File: config.mk
export PLATFORM = sky130hd
export DESIGN_NAME = csem_front_flat
export DESIGN_NICKNAME = d
export VERILOG_FILES = /design/src/sv/csem_pkg.sv /design/src/sv/csem_req_if.sv /design/src/sv/csem_front.sv /design/src/flat_wrapper.sv
export SDC_FILE = /design/constraint.sdc
export NUM_CORES = 1
export LEC_CHECK = 0
export ABC_CLOCK_PERIOD_IN_PS = 5000
export BUFFER_PORTS_ARGS = -buffer_cell sky130_fd_sc_hd__buf_4
export CAP_MARGIN = 20
export CORE_MARGIN = 5
export CORE_UTILIZATION = 56
export DETAILED_ROUTE_END_ITERATION = 8
export PLACE_DENSITY = 0.84
export SKIP_LAST_GASP = 1
export SLEW_MARGIN = 20
export SYNTH_ARGS = -nofsm -noshare
export SYNTH_HDL_FRONTEND = slang
export SYNTH_SLANG_ARGS = --single-unit
File: constraint.sdc
create_clock -name clk -period 5 [get_ports clk]
set_clock_uncertainty 0.1 [all_clocks]
set_input_delay 0 -clock clk [delete_from_list [all_inputs] [get_ports clk]]
set_output_delay 0 -clock clk [all_outputs]
set_load 0.01 [all_outputs]
File: src/sv/csem_pkg.sv
// Shared types and constants for the counting semaphore table.
`timescale 1ns / 1ps

package csem_pkg;

    localparam int FUNC_W  = 3;
    localparam int ID_W    = 8;
    localparam int COUNT_W = 16;
    localparam int PID_W   = 8;

    localparam int DEF_TABLE_SIZE = 32;
    localparam int DEF_WAIT_DEPTH = 16;

    // Entries in the queue between the front and back parts.
    localparam int QUEUE_DEPTH = 2;

    localparam logic [COUNT_W-1:0] COUNT_MAX = '1;

    typedef enum logic [FUNC_W-1:0] {
        FN_INIT  = 3'd0,
        FN_OPEN  = 3'd1,
        FN_CLOSE = 3'd2,
        FN_WAIT  = 3'd3,
        FN_POST  = 3'd4
    } func_t;

    // Classified request as it travels from the front part to the back part.
    typedef struct packed {
        logic               bad;
        func_t              op;
        logic [ID_W-1:0]    id;
        logic [COUNT_W-1:0] init_value;
        logic [PID_W-1:0]   pid;
    } cmd_t;

endpackage

File: src/sv/csem_req_if.sv
// Request channel: operation, semaphore id, start count and caller id.
`timescale 1ns / 1ps

interface csem_req_if;
    import csem_pkg::*;

    logic               valid;
    logic               ready;
    logic [FUNC_W-1:0]  func;
    logic [ID_W-1:0]    sem_id;
    logic [COUNT_W-1:0] init_value;
    logic [PID_W-1:0]   caller_pid;

    modport source (output valid, output func, output sem_id, output init_value,
                    output caller_pid, input ready);
    modport sink (input valid, input func, input sem_id, input init_value,
                  input caller_pid, output ready);
endinterface

File: src/sv/csem_front.sv
// Front part: accepts requests, flags bad operations and ids, queues them.
`timescale 1ns / 1ps

module csem_front #(
    parameter int TABLE_SIZE = csem_pkg::DEF_TABLE_SIZE
) (
    input  logic              clk,
    input  logic              rst_n,
    csem_req_if.sink          req,
    output logic              q_valid,
    output csem_pkg::cmd_t    q_cmd,
    input  logic              q_ready
);
    import csem_pkg::*;

    localparam int QPTR_W = (QUEUE_DEPTH > 1) ? $clog2(QUEUE_DEPTH) : 1;
    localparam int QCNT_W = $clog2(QUEUE_DEPTH + 1);

    cmd_t              q_mem [QUEUE_DEPTH];
    logic [QPTR_W-1:0] wr_ptr_reg;
    logic [QPTR_W-1:0] wr_ptr_next;
    logic [QPTR_W-1:0] rd_ptr_reg;
    logic [QPTR_W-1:0] rd_ptr_next;
    logic [QCNT_W-1:0] cnt_reg;
    logic [QCNT_W-1:0] cnt_next;
    logic              push;
    logic              pop;
    cmd_t              new_cmd;

    assign req.ready = (cnt_reg != QCNT_W'(QUEUE_DEPTH));
    assign push      = req.valid && req.ready;
    assign q_valid   = (cnt_reg != '0);
    assign pop       = q_valid && q_ready;
    assign q_cmd     = q_mem[rd_ptr_reg];

    always_comb
    begin
        new_cmd.bad        = (req.func > FUNC_W'(FN_POST))
                             || ({1'b0, req.sem_id} >= (ID_W + 1)'(TABLE_SIZE));
        new_cmd.op         = func_t'(req.func);
        new_cmd.id         = req.sem_id;
        new_cmd.init_value = req.init_value;
        new_cmd.pid        = req.caller_pid;
    end

    always_comb
    begin
        wr_ptr_next = wr_ptr_reg;
        rd_ptr_next = rd_ptr_reg;
        cnt_next    = cnt_reg;
        if (push)
        begin
            wr_ptr_next = (wr_ptr_reg == QPTR_W'(QUEUE_DEPTH - 1)) ? '0 : wr_ptr_reg + 1'b1;
        end
        if (pop)
        begin
            rd_ptr_next = (rd_ptr_reg == QPTR_W'(QUEUE_DEPTH - 1)) ? '0 : rd_ptr_reg + 1'b1;
        end
        if (push && !pop)
        begin
            cnt_next = cnt_reg + 1'b1;
        end
        else if (pop && !push)
        begin
            cnt_next = cnt_reg - 1'b1;
        end
    end

    always_ff @(posedge clk or negedge rst_n)
    begin
        if (!rst_n)
        begin
            wr_ptr_reg <= '0;
            rd_ptr_reg <= '0;
            cnt_reg    <= '0;
        end
        else
        begin
            wr_ptr_reg <= wr_ptr_next;
            rd_ptr_reg <= rd_ptr_next;
            cnt_reg    <= cnt_next;
        end
    end

    always_ff @(posedge clk)
    begin
        if (push)
        begin
            q_mem[wr_ptr_reg] <= new_cmd;
        end
    end

`ifndef NO_ASSERTIONS
    a_cnt_bound: assert property (@(posedge clk) disable iff (!rst_n)
        cnt_reg <= QCNT_W'(QUEUE_DEPTH))
        else $error("queue fill above depth");

    a_last_pop: assert property (@(posedge clk) disable iff (!rst_n)
        (pop && !push && cnt_reg == QCNT_W'(1)) |=> !q_valid)
        else $error("queue not empty after last item left");

    a_push_shows: assert property (@(posedge clk) disable iff (!rst_n)
        push |=> q_valid)
        else $error("pushed item not visible");
`endif

endmodule

File: src/flat_wrapper.sv
// flat-port wrapper written by rule: the top's interface ports become plain ports
module csem_front_flat import csem_pkg::*;
#(
    parameter int TABLE_SIZE = csem_pkg::DEF_TABLE_SIZE
)
  (clk, rst_n, q_valid, q_cmd, q_ready, req_valid, req_func, req_sem_id, req_init_value, req_caller_pid, req_ready);
  csem_req_if req_i ();
  input  logic clk;
  input  logic rst_n;
  output logic q_valid;
  output csem_pkg::cmd_t q_cmd;
  input  logic q_ready;
  input wire logic [$bits(req_i.valid)-1:0] req_valid;
  input wire logic [$bits(req_i.func)-1:0] req_func;
  input wire logic [$bits(req_i.sem_id)-1:0] req_sem_id;
  input wire logic [$bits(req_i.init_value)-1:0] req_init_value;
  input wire logic [$bits(req_i.caller_pid)-1:0] req_caller_pid;
  output wire logic [$bits(req_i.ready)-1:0] req_ready;
  assign req_i.valid = req_valid;
  assign req_i.func = req_func;
  assign req_i.sem_id = req_sem_id;
  assign req_i.init_value = req_init_value;
  assign req_i.caller_pid = req_caller_pid;
  assign req_ready = req_i.ready;
  csem_front #(.TABLE_SIZE(TABLE_SIZE)) u_core (.clk(clk), .rst_n(rst_n), .req(req_i), .q_valid(q_valid), .q_cmd(q_cmd), .q_ready(q_ready));
endmodule
Word-level counts from Yosys, hierarchy flattened
Memories as Yosys holds them, arrays and structs flattened.
Index checks and enable logic that the tools add are counted.
Storage, ports and cells
  memories: 1
  bits in registers: 4
  memory bits (writable): 72
  word-level logic and storage cells: 26
Operators by class
  magnitude comparators: 2
  reductions and logical operators: 9
  equal/unequal tests: 1
  $add $sub $neg: 4
  multiplexer cells: 6
Memories
  u_core.q_mem: words 2, width 36, rd ports 1, clocked after memory_dff 0, wr ports 1, line csem_front.sv:19  | cmd_t q_mem [QUEUE_DEPTH];
Operators by type and width (count)
  8-bit by 6-bit greater-or-equal comparator with 1-bit output (second input constant): 1
  1-bit logical AND: 4
  1-bit two-way mux: 4
  2-bit two-way mux: 2
  2-bit nonzero test: 2
  3-bit greater-than comparator (second input constant): 1
  1-bit adder (second input constant): 2
  2-bit by 1-bit adder with 2-bit output (second input constant): 1
  1-bit zero test: 2
  2-bit inequality test (second input constant): 1
  2-bit by 1-bit subtractor with 2-bit output (second input constant): 1
  1-bit logical OR: 1

Depth between registers and ports, before layout
  depth in word-level cells: 6
  mapped depth: 7
  mapped depth without buffers: 7

Least setup slack after synthesis
Ideal clock, no wire load.
  path kind: reg-to-reg
  start: register u_core.cnt_reg[0]
  end: memory u_core.q_mem[0][0] in the netlist's numbering, enable pin
  clock period less this slack: 2.749 ns
  cell stages (with the launch flop): 4
  library setup time: 0.429 ns
  arrival: 2.219 ns
  required time: 4.471 ns
  path slack: 2.251 ns
  cells stage by stage: dfrtp_1 -> nand2b_1 -> nand2_1 -> nor2_1
On the way
  word-level cells in the longest chain between the ends: 4
RTL lines
  from (decl): line csem_front.sv:24  | logic [QCNT_W-1:0] cnt_reg;
  from (signal assigned): line csem_front.sv:81  | cnt_reg <= cnt_next;
  2-bit inequality test: line csem_front.sv:30  | assign req.ready = (cnt_reg != QCNT_W'(QUEUE_DEPTH));
  net req_ready: line flat_wrapper.sv:18  | output wire logic [$bits(req_i.ready)-1:0] req_ready;
  1-bit logical AND: line csem_front.sv:31  | assign push = req.valid && req.ready;
  1-bit two-way mux: line csem_front.sv:87  | if (push)
  1-bit two-way mux (implied by the code): line csem_front.sv:89  | q_mem[wr_ptr_reg] <= new_cmd;
  to (decl): line csem_front.sv:19
The timed path passes the listed nets, and every way through them passes these cells.

==> results.txt <==
The number of buffer cells added on primary ports came out at 76. The synthesized design spends more area on one cell type than any other, namely sky130_fd_sc_hd__edfxtp_1. The kind of cell adding the most delay to the critical path is flip-flops.

The max-slew headroom at the worst pin came out at 26.95%. The run finished with clean final reports. The total placed instance area is 3552 um^2. The slowest stage of the critical path is the sky130_fd_sc_hd__dfrtp_2 cell. The worst setup path is launched from a flop. The average instance area after synthesis came out at 22.22 um^2. The leftover overflow at the end of global routing came out at 0. The floorplan die area is between 6000 and 7000 um^2.

Entering global routing, the biggest net connects 38 pins. The area of the placeable core is approximately 5100 um^2. TritonCTS built the clock tree. In this run the deepest clock path goes through 2 buffers.

Setup violations remaining at the end of the flow were counted as 0. The power density of the placed cells came out at 512.9 nW/um^2. The critical path start-end classification is flop to primary output. The number of filler instances in the final layout came out at around 260. The number of antenna diodes in the final layout is 0. For the worst-skew pair, the clock arrives at the later sink with an insertion delay of about 0.33 ns. The total area of multi-input combinational cells is 626.9 um^2. The tightest min-delay check is of the input pin to flop type.

The final critical-path required period is 2.109 ns. The worst setup path is captured at a primary output. The floorplan row count is 26. The clock slew at the register clock pins of the worst setup and hold paths is about 0.070 ns.

The I/O pin total came out at just under 80. Derived from the worst setup path, the maximum achievable clock frequency is 474.2 MHz. For this block, the via count after detailed routing is approximately 1,600.

The effective utilization at floorplan is just under 60%. The first-pass GRT wire length came out at 8142 um. By area the synthesized netlist is led by sky130_fd_sc_hd__edfxtp_1 (73%), sky130_fd_sc_hd__mux2_4 (15%), sky130_fd_sc_hd__dfrtp_1 (3.4%). The count of placed standard cells in the final layout, fillers left out is 329. The largest voltage drop on the vdd net is 440.4 uV. The first-pass detailed-route iteration total is 4. The number of synthesized flops with an enable pin is 72. The post-detailed-routing wire length is 5413 um. Counting every instance in the synthesized netlist gives about 130. The number of clock sinks is 76. The total negative slack is 0 ns. Setup repair after global routing left no endpoint under its margin. The flip-flop and latch count after synthesis came out at 76. Timing analysis after detailed placement gives a worst setup slack of 2.944 ns. The sequential area share after synthesis came out at 76.55%. Data arrives at the worst endpoint at between 2 and 2.5 ns. The main flop type after synthesis is sky130_fd_sc_hd__edfxtp_1. In the routed design, unresolved DRC markers number 0. The number of placed instances, taps included, is 275. The via count of the first global-routing pass came to 1,689. Dividing the detail-routed wire length by the instance count gives 16.45 um. The number of setup buffers added after CTS is 0. The buffering stage count on the worst path with inverters included came out at 1. Clock tree synthesis selected as its root buffer the cell sky130_fd_sc_hd__clkbuf_8. By count the netlist is led by sky130_fd_sc_hd__edfxtp_1 (72), sky130_fd_sc_hd__mux2_4 (29), sky130_fd_sc_hd__mux2_2 (7), sky130_fd_sc_hd__dfrtp_1 (4). The proportion of register bits with asynchronous set or reset after synthesis is 5.263%. For this design the static power due to leakage is 0.001638 uW. The number of hold-slack violations in the final timing report came out at 0. The smallest setup slack after layout came out at 2.891 ns. The register with the most flip-flops in the layout has 72 of them. The overall track demand over capacity in global routing is 17.15%. The H-tree depth is 3. The via density per instance came out at 4.720.

The placer congestion estimate came out at ~0.67. The period utilization is 42.17%. At the worst endpoint, the required time is a little under 5 ns. The number of nets handed over by synthesis was 173.

In the post-synthesis netlist, the cell with the most instances is sky130_fd_sc_hd__edfxtp_1. The placed wire-length estimate came out at about 3300 um. The number of pins with negative max-slew slack in the final report was 0.

The transition at the pin with the smallest max-transition slack came out at around 1.1 ns. Compared with the post-synthesis result, the final layout area differs by 38.48%. The netlist area before placement came out at 2955 um^2. For this run, the slowest stage of the critical path takes 1.10 ns. The die boundary height came out at approximately 83 um. The initial antenna violation count came out at 0. The max-capacitance violation count came out at 0. The highest net fanout along the worst path came out at 37. Cells fill 80.13% of the core in the end. The post-route standard cell area excluding fillers came out at around 4100 um^2. The width of the die is 82.65 um.

The first-iteration detailed-routing DRC count came out at between 100 and 150. The fraction of layout cells with a size suffix above 1 is 49.03%. The count of synthesis-stage warnings from yosys came out at 0. At the end of the flow, the number of nets in the layout was ~300. The total area of sequential cells is 2263 um^2. The count of nets left with antenna violations after detail routing came out at 0. In this run, CTS created clock tree buffers numbering 9.

The area share of the largest cell type after synthesis came out at 73.16%. Walking the worst path, the cells encountered are mux2_2 -> buf_4. The count of different cell masters after synthesis is 17.
final cells by class:
class,instances,area share (%)
timing repair buffer,115,23.48
clock buffer,12,3.302
clock inverter,3,0.3669
multi-input combinational,52,15.32
inverter,1,0.09171
sequential,76,55.30
tap,70,2.140
routing by layer:
layer | global-route usage (%) | share of wire, % | vias up
met5 | 0 | 0 | -
met4 | 6.209 | 1.0 | 0
li1 | - | - | 756
met3 | 5.640 | 6.2 | 5
met1 | 18.61 | 39 | 737
met2 | 31.09 | 53 | 55
stage by stage:
stage | hold WS, ns | total power (uW)
after CTS | 0.2809 | 2111
after detailed placement | -0.2975 | 1725
after global routing | 0.2750 | 2200
final | 0.2891 | 2099
after global placement | -0.3030 | 1685
after floorplan | -0.3956 | 1454
cell families after synthesis:
group / after synthesis / synth area share [%]
xor gates and xnor gates: 5 / 1.482
buffers and inverters: 5 / 2.540
adders and majority gates: 1 / 0.4233
muxes: 36 / 17.40
DFF: 76 / 76.55
AOI/OAI and AO/OA: 1 / 0.1692
and+or+nand+nor: 9 / 1.440
placed cells by master, fill, tap and decap left out, types with 2 or more instances in the layout:
| master | n |
|---|---|
| sky130_fd_sc_hd__buf_4 | 76 |
| sky130_fd_sc_hd__clkbuf_1 | 3 |
| sky130_fd_sc_hd__clkbuf_8 | 9 |
| sky130_fd_sc_hd__clkinv_2 | 3 |
| sky130_fd_sc_hd__dfrtp_1 | 3 |
| sky130_fd_sc_hd__dlygate4sd3_1 | 39 |
| sky130_fd_sc_hd__edfxtp_1 | 72 |
| sky130_fd_sc_hd__mux2_2 | 7 |
| sky130_fd_sc_hd__mux2_4 | 29 |
| sky130_fd_sc_hd__nand2_1 | 3 |
| sky130_fd_sc_hd__xnor2_1 | 3 |
| sky130_fd_sc_hd__xor2_1 | 2 |
power breakdown:
part / internal [uW] / total [uW] / switching, uW
registers: 874 / 998 / 124
clock network: 175 / 370 / 195
logic: 442 / 731 / 289
total: 1490 / 2100 / 608
repair_timing:
action	4_1_cts	5_1_grt
endpoints found under the hold margin	78	0
hold buffers	39	0
endpoints found under the setup margin	0	0
resized for setup	0	0
worst reg2reg max path: stages, from the launching register on:
cell and delay, ns:
sky130_fd_sc_hd__dfrtp_1 0.43, sky130_fd_sc_hd__nand2b_1 0.19, sky130_fd_sc_hd__nand2_1 0.16, sky130_fd_sc_hd__nor2_4 0.80
final timing paths:
kind	startpoint	end	slack, ns	cells past startpoint
max in group asynchronous	rst_n	u_core.rd_ptr_reg	4.10	3
min	req_caller_pid[2]	u_core.q_mem[0][2]	0.29	2
max	u_core.rd_ptr_reg	q_cmd[8]	2.89	2
min in group asynchronous	rst_n	u_core.wr_ptr_reg	0.49	3
max reg2reg	u_core.cnt_reg[0]	u_core.q_mem[0][31]	2.94	3
min reg2reg	u_core.cnt_reg[1]	u_core.cnt_reg[1]	0.44	1
(Power assumes the default switching activity.)
